[config.mk]
export PLATFORM = sky130hd
export DESIGN_NAME = ism_div
export DESIGN_NICKNAME = d
export VERILOG_FILES = /design/src/hw/rtl/ism_pkg.sv /design/src/hw/rtl/ism_div.sv
export SDC_FILE = /design/constraint.sdc
export NUM_CORES = 1
export LEC_CHECK = 0
export ABC_AREA = 0
export BUFFER_PORTS_ARGS = -buffer_cell sky130_fd_sc_hd__clkbuf_2
export CELL_PAD_IN_SITES_DETAIL_PLACEMENT = 1
export CELL_PAD_IN_SITES_GLOBAL_PLACEMENT = 2
export CORE_MARGIN = 2
export CORE_UTILIZATION = 39
export DETAILED_ROUTE_END_ITERATION = 12
export GPL_TIMING_DRIVEN = 0
export PLACE_DENSITY = 0.89
export SLEW_MARGIN = 20
export SYNTH_ARGS = -nofsm -noshare
export SYNTH_HDL_FRONTEND = slang
export SYNTH_SLANG_ARGS = --single-unit
[constraint.sdc]
create_clock -name clk -period 6.1 [get_ports clk]
set_input_delay 1.22 -clock clk [delete_from_list [all_inputs] [get_ports clk]]
set_output_delay 1.22 -clock clk [all_outputs]
set_load 0.05 [all_outputs]
[src/hw/rtl/ism_pkg.sv]
// Shared types and constants of the integer stack machine.
package ism_pkg;

	localparam int WordW = 32;
	localparam int InW   = 40;

	typedef enum logic [3:0] {
		OP_CONST = 4'd0,
		OP_ADD   = 4'd1,
		OP_SUB   = 4'd2,
		OP_MUL   = 4'd3,
		OP_DIV   = 4'd4,
		OP_MAX   = 4'd5,
		OP_MIN   = 4'd6,
		OP_NEG   = 4'd7,
		OP_DUP   = 4'd8,
		OP_SWAP  = 4'd9
	} op_t;

	typedef enum logic [1:0] {
		ST_OK    = 2'd0,
		ST_UNDER = 2'd1,
		ST_OVER  = 2'd2,
		ST_DIVZ  = 2'd3
	} status_t;

	typedef struct packed {
		logic             start;
		logic [WordW-1:0] dividend;
		logic [WordW-1:0] divisor;
	} div_req_t;

	typedef struct packed {
		logic             done;
		logic [WordW-1:0] quotient;
	} div_rsp_t;

endpackage

[src/hw/rtl/ism_div.sv]
// Signed 32-bit divider, truncating toward zero, one quotient bit per cycle.
module ism_div (
	input  logic              clk,
	input  logic              arst_n,
	input  ism_pkg::div_req_t req,
	output ism_pkg::div_rsp_t rsp
);

	localparam int W = ism_pkg::WordW;

	logic [W-1:0] rem_q;
	logic [W-1:0] quo_q;
	logic [W-1:0] dvs_q;
	logic [4:0]   cnt_q;
	logic         neg_q;
	logic         busy_q;
	logic         done_q;

	logic [W:0]   rem_shift;
	logic [W:0]   diff;

	assign rem_shift = {rem_q, quo_q[W-1]};
	assign diff      = rem_shift - {1'b0, dvs_q};

	always_ff @(posedge clk or negedge arst_n) begin
		if (!arst_n) begin
			busy_q <= 1'b0;
			done_q <= 1'b0;
			cnt_q  <= '0;
		end else begin
			done_q <= 1'b0;
			if (req.start) begin
				busy_q <= 1'b1;
				cnt_q  <= '0;
			end else if (busy_q) begin
				cnt_q <= cnt_q + 5'd1;
				if (cnt_q == 5'd31) begin
					busy_q <= 1'b0;
					done_q <= 1'b1;
				end
			end
		end
	end

	// Operate on magnitudes; the most negative word maps to 2^31 unsigned.
	always_ff @(posedge clk) begin
		if (req.start) begin
			rem_q <= '0;
			quo_q <= req.dividend[W-1] ? -req.dividend : req.dividend;
			dvs_q <= req.divisor[W-1] ? -req.divisor : req.divisor;
			neg_q <= req.dividend[W-1] ^ req.divisor[W-1];
		end else if (busy_q) begin
			if (!diff[W]) begin
				rem_q <= diff[W-1:0];
				quo_q <= {quo_q[W-2:0], 1'b1};
			end else begin
				rem_q <= rem_shift[W-1:0];
				quo_q <= {quo_q[W-2:0], 1'b0};
			end
		end
	end

	assign rsp.done     = done_q;
	assign rsp.quotient = neg_q ? -quo_q : quo_q;

endmodule

* Word level (Yosys, flattened, before mapping) *
Index checks and enable logic that the tools add are counted.

word-level totals
  register bits = 104

operators by class
  $add $sub $neg = 5
  equal/unequal tests = 1
  muxes and demuxes = 15
  bitwise operators = 1
  reduce and logical (&&, ||, !) cells = 1

operators by type and width
  kind                 count
  $mux 32              5
  $neg 32->32          3
  $sub 33x32->33       1
  $mux 31              1
  $mux 5               2
  $mux 1               7
  $add 5x1->5 const B  1
  $eq 5x5->1 const B   1
  $reduce_bool 2->1    1
  $xor 1x1->1          1

* Longest topological paths before layout *
Gate-level depths: netlist of run 1.

  depth after elaboration = 4
  gate-level depth with buffers = 14
  depth with buffers taken out = 12

* Worst setup path before layout of run 1 *
OpenSTA, ideal clock, no wires.

  kind = reg2out
  start = register quo_q[5]
  end = output port rsp[31] in the netlist's numbering
  arrival = 2.950 ns
  required time = 4.880 ns
  path slack = 1.930 ns
  stages on the path, launching flop included = 9
  cell sequence = edfxtp_1 -> nor4_1 -> nand2_1 -> or4_1 -> inv_1 -> nand2_1 -> o31ai_1 -> o21ai_0 -> xnor2_1

RTL lines
  what                    line           text
  start, declared         ism_div.sv:12  logic [W-1:0] quo_q;
  start signal, assigned  ism_div.sv:49  quo_q <= req.dividend[W-1] ? -req.dividend : req.dividend;
  start signal, assigned  ism_div.sv:55  quo_q <= {quo_q[W-2:0], 1'b1};
  start signal, assigned  ism_div.sv:58  quo_q <= {quo_q[W-2:0], 1'b0};
  end, declared           ism_div.sv:6   output ism_pkg::div_rsp_t rsp

==> results of run 1 <==
==> flip-flops by register name (all words and copies together), names as in the netlist <==
name    flops
done_q      1
dvs_q      32
neg_q       1
quo_q      32
busy_q      1
rem_q      32
cnt_q       5
==> area by class of cell <==
cell class / count / area [um^2]
Sequential cell: 104 / 2770
Timing Repair Buffer: 99 / 495
Inverter: 47 / 176
Multi-Input combinational cell: 687 / 4540
Buffer: 41 / 164
Tap cell: 265 / 332
Clock inverter: 5 / 30.0
Clock buffer: 11 / 254
Fill cell: 2397 / 10600
==> worst max path at each step <==
stage	from	to	slack (ns)	cells after the start
2_1_floorplan	quo_q[5]	rsp[31]	1.93	8
5_1_grt	quo_q[4]	rsp[31]	1.16	9
3_5_place_dp	quo_q[1]	rsp[28]	1.83	10
3_3_place_gp	quo_q[0]	rsp[28]	1.87	10
4_1_cts	quo_q[0]	rsp[28]	1.43	10
6_report	quo_q[0]	rsp[28]	1.49	10
==> logic make-up (layout without fill, tap and decap cells) <==
kind of cell / Yosys count / after routing
simple gates: 292 / 292
compound gates: 232 / 232
xor+xnor: 120 / 120
flops: 104 / 104
buf+inv: 88 / 203
fa+ha+maj: 38 / 38
mux: 5 / 5
==> per-stage QoR <==
step           hold slack, ns  util (%)  setup WS (ns)  power (mW)
6_report                0.504      45.3           1.49        3.19
4_1_cts                 0.502      45.3           1.43        3.22
3_3_place_gp            0.498      43.8           1.87        2.61
2_1_floorplan           0.468         -           1.93        2.22
5_1_grt                 0.535      45.3           1.16        3.42
3_5_place_dp            0.502      43.8           1.83        2.64
==> worst register-to-register path, delay by kind of cell (launching register included) <==
family	cells	cell delay [ns]
buffers and inverters	2	0.62
XOR/XNOR	1	0.37
flip-flops	1	0.44
AND/OR/NAND/NOR	1	0.20
adder cells (fa/ha/maj)	2	0.62
AO/OA/AOI/OAI	6	1.54
==> per-layer routing <==
layer  wire [um]  share of wire, %
met4         301               1.5
met5           0                 0
met3         751               3.6
met1        9750                47
met2        9860                48
==> cell usage after synthesis (all sizes together) (13+ instances only) <==
| cell type | count | area (um^2) |
|---|---|---|
| o31ai | 25 | 188 |
| or4 | 16 | 131 |
| nor2 | 92 | 345 |
| xor2 | 44 | 385 |
| o21ai | 49 | 249 |
| edfxtp | 65 | 1950 |
| ha | 37 | 463 |
| a21oi | 65 | 329 |
| o41ai | 14 | 141 |
| dfxtp | 32 | 641 |
| xnor2 | 76 | 666 |
| clkbuf | 34 | 128 |
| or3 | 15 | 93.8 |
| a21o | 13 | 97.6 |
| a311oi | 20 | 175 |
| inv | 47 | 176 |
| nand2 | 103 | 387 |
==> report_power, final <==
part           leakage (nW)  switching, mW  internal (mW)
Clock                 0.145          0.265          0.301
Combinational          2.40          0.998          0.581
Sequential             1.00          0.143          0.904
==> layout by cell type, fill, tap and decap left out, types with 4 or more instances in the layout <==
| master | instances |
|---|---|
| a21o_1 | 13 |
| inv_1 | 47 |
| o211ai_1 | 9 |
| o21a_1 | 4 |
| or4_1 | 13 |
| and3_1 | 7 |
| clkbuf_1 | 35 |
| nand3_1 | 11 |
| nand2b_1 | 12 |
| a311oi_1 | 20 |
| xor2_1 | 44 |
| o21ai_0 | 47 |
| nor4_1 | 6 |
| nand4_1 | 6 |
| nor2_1 | 92 |
| dfrtp_1 | 7 |
| mux2i_1 | 4 |
| ha_1 | 37 |
| o41ai_1 | 13 |
| nor2b_1 | 5 |
| xnor2_1 | 76 |
| nor3_1 | 4 |
| nand2_1 | 102 |
| or3_1 | 15 |
| o31ai_1 | 25 |
| dfxtp_1 | 32 |
| a21oi_1 | 64 |
| a211oi_1 | 8 |
| clkbuf_2 | 99 |
| edfxtp_1 | 65 |
| clkbuf_16 | 10 |
| o32ai_1 | 4 |
==> impl_metrics.json, run 1 <==
{
  "critPathTopFamily": "simple AND/OR/NAND/NOR gates",
  "r2r_cells": 12,
  "insertion_delay_ns": 0.35,
  "cts_resized": 0,
  "drtAntennaViolNets": 0,
  "die-area_um2": 20700,
  "top_usage_layer": "met2",
  "cts-hold-fix-buffers": 0,
  "powerDensity_nw_per_um2": 364,
  "nets": 1094,
  "period_minus_slack_ns": 4.61,
  "clock-root-buffer": "clkbuf_16",
  "rsz0062_at_grt": "no",
  "grt_util_met1_pct": 27.2,
  "final_area_um2": 8760,
  "dp.final_hpwl_mm": 16.4,
  "placed_cell_area_um2": 8480,
  "grt_pass1_vias": 6785,
  "p_leak_nw": 3.54,
  "slew_viol_final": 0,
  "synth_edf_count": 65,
  "initial_core_util_pct": 39.5,
  "tightest_slew_ns": 0.919,
  "die_h_um": 144,
  "path_clk_slew_ns": 0.07,
  "synth_mux_area_share_pct": 0.671,
  "yosysWarnings": 0,
  "crit_top_cell": "nand2b_1",
  "drc": 0,
  "r2r-start": "dvs_q[0]",
  "min_to": "rem_q[5]",
  "drv_cap": 0,
  "cts_tree": "yes",
  "syn_area_um2": 7650,
  "dpl.cell_count": 1243,
  "die_x_um": 144,
  "yosys.area_share.xor_xnor_pct": 13.7,
  "synth_compound_area_share_pct": 20.3,
  "synth_top_family_by_area": "compound AO/OA/AOI/OAI gates",
  "vias": 6790,
  "whs_path_depth": 2,
  "status": "completed",
  "antenna_found_initial": 0,
  "synth_flop_cell": "edfxtp_1",
  "drt-total-wl_mm": 20.7,
  "crit_path_start_kind": "flop",
  "grt_pass1_wl_mm": 34.0,
  "groute.layer.met3.usage_pct": 2.09,
  "gr-usage-all-layers_pct": 20.6,
  "rrSetupSlack_ns": 2.01,
  "cts_setup_buffers": 0,
  "worstHoldPathType": "flop to flop",
  "cts_htree_levels": 3,
  "core_area_um2": 19300,
  "hold_viol_final": 0,
  "row_count": 51,
  "grt.overflow.total": 0,
  "areaGrowthSynthToFinish_pct": 14.6,
  "grt_max_degree": 37,
  "critical_path.slowest_cell": "or4_1",
  "cp_max_fo": 7,
  "synthAdderAreaFrac_pct": 6.32,
  "drive_above_1_share_pct": 13.9,
  "num_antenna_cells": 0,
  "synth_nets": 984,
  "cts_made_buffers": 9,
  "irDropWorstVdd_uv": 166,
  "clockBufferDepth": 2,
  "min_from": "rem_q[4]",
  "seq_area_frac_synth_pct": 36.2,
  "fin_cells": 1259,
  "crit_path_end_kind": "output pin",
  "cpPeakStageDelay_ns": 0.59,
  "critPathRequiredTime_ns": 4.88,
  "wl_per_cell_um": 16.4,
  "synth-simple-area-share_pct": 18.3,
  "crit_buf_inv": 2,
  "drtIter0Drc": 239,
  "slew_headroom_pct": 38.7,
  "clock.fmax_ghz": 0.217,
  "path_cells": "inv_1 -> ha_1 -> nand2b_1 -> nand2b_1 -> or4_1 -> nand2b_1 -> or4_1 -> o31ai_1 -> xnor2_1 -> clkbuf_2",
  "ios": 100,
  "synthCells": 879,
  "synth_seq_cells": 104,
  "vias_per_cell": 5.39,
  "clock_skew_ns": 0.00669,
  "netlist-cell-type-count": 65,
  "postSynth.asyncResetShare_pct": 6.73,
  "worst_r2r_endpoint": "quo_q[0]",
  "portBuffers": 99,
  "dr.pass1.iters": 4,
  "place_congestion": 0.871,
  "setup_viol": 0,
  "arrival_ns": 3.39,
  "syn_avg_cell_area_um2": 8.70,
  "setup-tns-final_ns": 0,
  "criticalPathCategory": "flop to output pin",
  "period_share_pct": 75.5,
  "clock-sinks": 104,
  "met2_usage_pct": 35.8
}
No activity file was read; power rests on OpenSTA's default activity.
==> inputs of run 2 (changes only) <==
Settings changed: CORE_UTILIZATION 39 to 32, PLACE_DENSITY 0.89 to 0.78.
Clock period 6.1 ns to 4.1 ns, I/O delays scaled along.
==> impl_metrics.json, run 2 (synthesis results as in run 1) <==
{
  "antenna_found_initial": 1,
  "insertion_delay_ns": 0.36,
  "setup_viol": 0,
  "grt.overflow.total": 0,
  "dpl.cell_count": 1297,
  "place_congestion": 0.803,
  "wl_met3_um": 828,
  "tightest_slew_ns": 0.917,
  "worstHoldPathType": "primary input to async pin",
  "layout_commonest_cell": "nand2_1",
  "cts-hold-fix-buffers": 0,
  "dr.pass1.iters": 4,
  "clock_skew_ns": 0.0129,
  "critical_path.slowest_cell": "or4_4",
  "critPathRequiredTime_ns": 3.28,
  "grt_max_degree": 37,
  "slew_viol_final": 0,
  "drt-total-wl_mm": 21.6,
  "top_layer": "met4",
  "fin_cells": 1317,
  "crit_path_end_kind": "output pin",
  "clock.fmax_ghz": 0.255,
  "irDropWorstVdd_uv": 207,
  "hold_viol_final": 0,
  "row_count": 56,
  "dp.final_hpwl_mm": 17.2,
  "criticalPathCategory": "flop to output pin",
  "wl_met2_mm": 9.87,
  "vias": 6774,
  "wl_met1_mm": 10.6,
  "status": "completed",
  "ios": 100,
  "final_util_pct": 38.1,
  "drc": 0,
  "period_share_pct": 95.7,
  "vias_per_cell": 5.14,
  "top_regs": "dvs_q x32, quo_q x32, rem_q x32",
  "drtAntennaViolNets": 0,
  "clockBufferDepth": 2,
  "p_leak_nw": 3.59,
  "gr-usage-all-layers_pct": 17.7,
  "nets": 1097,
  "powerDensity_nw_per_um2": 542,
  "cts_tree": "yes",
  "final_cell_mix": "102 x nand2_1, 98 x clkbuf_2, 92 x nor2_1",
  "die_x_um": 159,
  "finalPower_mw": 4.85,
  "grt_pass1_wl_mm": 35.0,
  "drv_cap": 0,
  "path_clk_slew_ns": 0.08,
  "cts_htree_levels": 3,
  "rsz0062_at_grt": "no",
  "initial_core_util_pct": 32.6,
  "cts_made_buffers": 9,
  "wl_per_cell_um": 16.4,
  "clock-sinks": 104,
  "portBuffers": 99,
  "die_h_um": 159,
  "worst_hold_slack_ns": 0.286,
  "drtIter0Drc": 356,
  "grt_pass1_vias": 6838,
  "cpPeakStageDelay_ns": 0.53,
  "cp_max_fo": 7,
  "arrival_ns": 3.11,
  "slew_headroom_pct": 38.8,
  "period_minus_slack_ns": 3.93,
  "clock-root-buffer": "clkbuf_16",
  "drive_above_1_share_pct": 15.0,
  "die-area_um2": 25100,
  "path_cells": "inv_1 -> ha_1 -> nand2b_1 -> nand2b_1 -> or4_4 -> nand2b_4 -> or4_4 -> o31ai_2 -> xnor2_1 -> clkbuf_8",
  "areaGrowthSynthToFinish_pct": 17.0,
  "nFillCells": 2829,
  "crit_path_start_kind": "flop",
  "core_area_um2": 23500
}
-- run 2: repair_timing --
| item | CTS | global route |
|---|---|---|
| endpoints found under the hold margin | 0 | 0 |
| setup endpoints to repair | 15 | 36 |
| pin swaps | 0 | 1 |
| gates resized for setup | 7 | 10 |
| buffers inserted | 1 | 2 |
-- run 2: layer usage --
layer | up-vias | global-route usage, %
li1 | 3393 | -
met1 | 3220 | 24.2
met2 | 142 | 29.7
met3 | 19 | 1.77
met4 | 0 | 4.72
met5 | - | 0
-- run 2: final timing paths --
path	from	end	slack, ns	cells after the start
max	quo_q[1]	rsp[28]	0.17	10
min	arst_n	cnt_q[0]	0.29	1
max reg2reg	quo_q[31]	rem_q[17]	0.35	14
min reg2reg	rem_q[5]	rem_q[6]	0.51	2
max in group asynchronous	arst_n	busy_q	3.65	1
min in group clk	rem_q[5]	rem_q[6]	0.51	2
-- run 2: layout make-up --
type / count / area [um^2] / area share, %
multi-input combinational: 687 / 4600 / 51.4
sequential: 104 / 2770 / 30.9
timing repair buffer: 102 / 529 / 5.92
tap: 319 / 399 / 4.46
clock buffer: 15 / 299 / 3.34
inverter: 47 / 176 / 1.97
buffer: 41 / 165 / 1.85
clock inverter: 1 / 8.76 / 0.0979
antenna: 1 / 2.50 / 0.0280
-- run 2: stage by stage --
step	setup TNS (ns)	worst slack (ns)	instance area, um^2
after floorplan	0	0.330	7650
after global routing	0	0.0205	8950
after global placement	0	0.0586	8540
after CTS	0	0.00466	8890
final	0	0.174	8950
after detailed placement	-0.0345	-0.0263	8540
-- run 2: critical path, delay by kind of cell, from the launching register on --
family	cells	cell delay, ns
AND/OR/NAND/NOR	5	1.43
flip-flops	1	0.45
buffers and inverters	2	0.32
AO/OA/AOI/OAI	1	0.21
adder cells (fa/ha/maj)	1	0.17
XOR/XNOR	1	0.17
-- run 2: power by group --
group          internal, mW  leakage [nW]  switching [mW]  total (mW)
Combinational         0.886          2.44            1.50        2.39
Sequential             1.35          1.00           0.217        1.56
Clock                 0.502         0.151           0.402       0.904
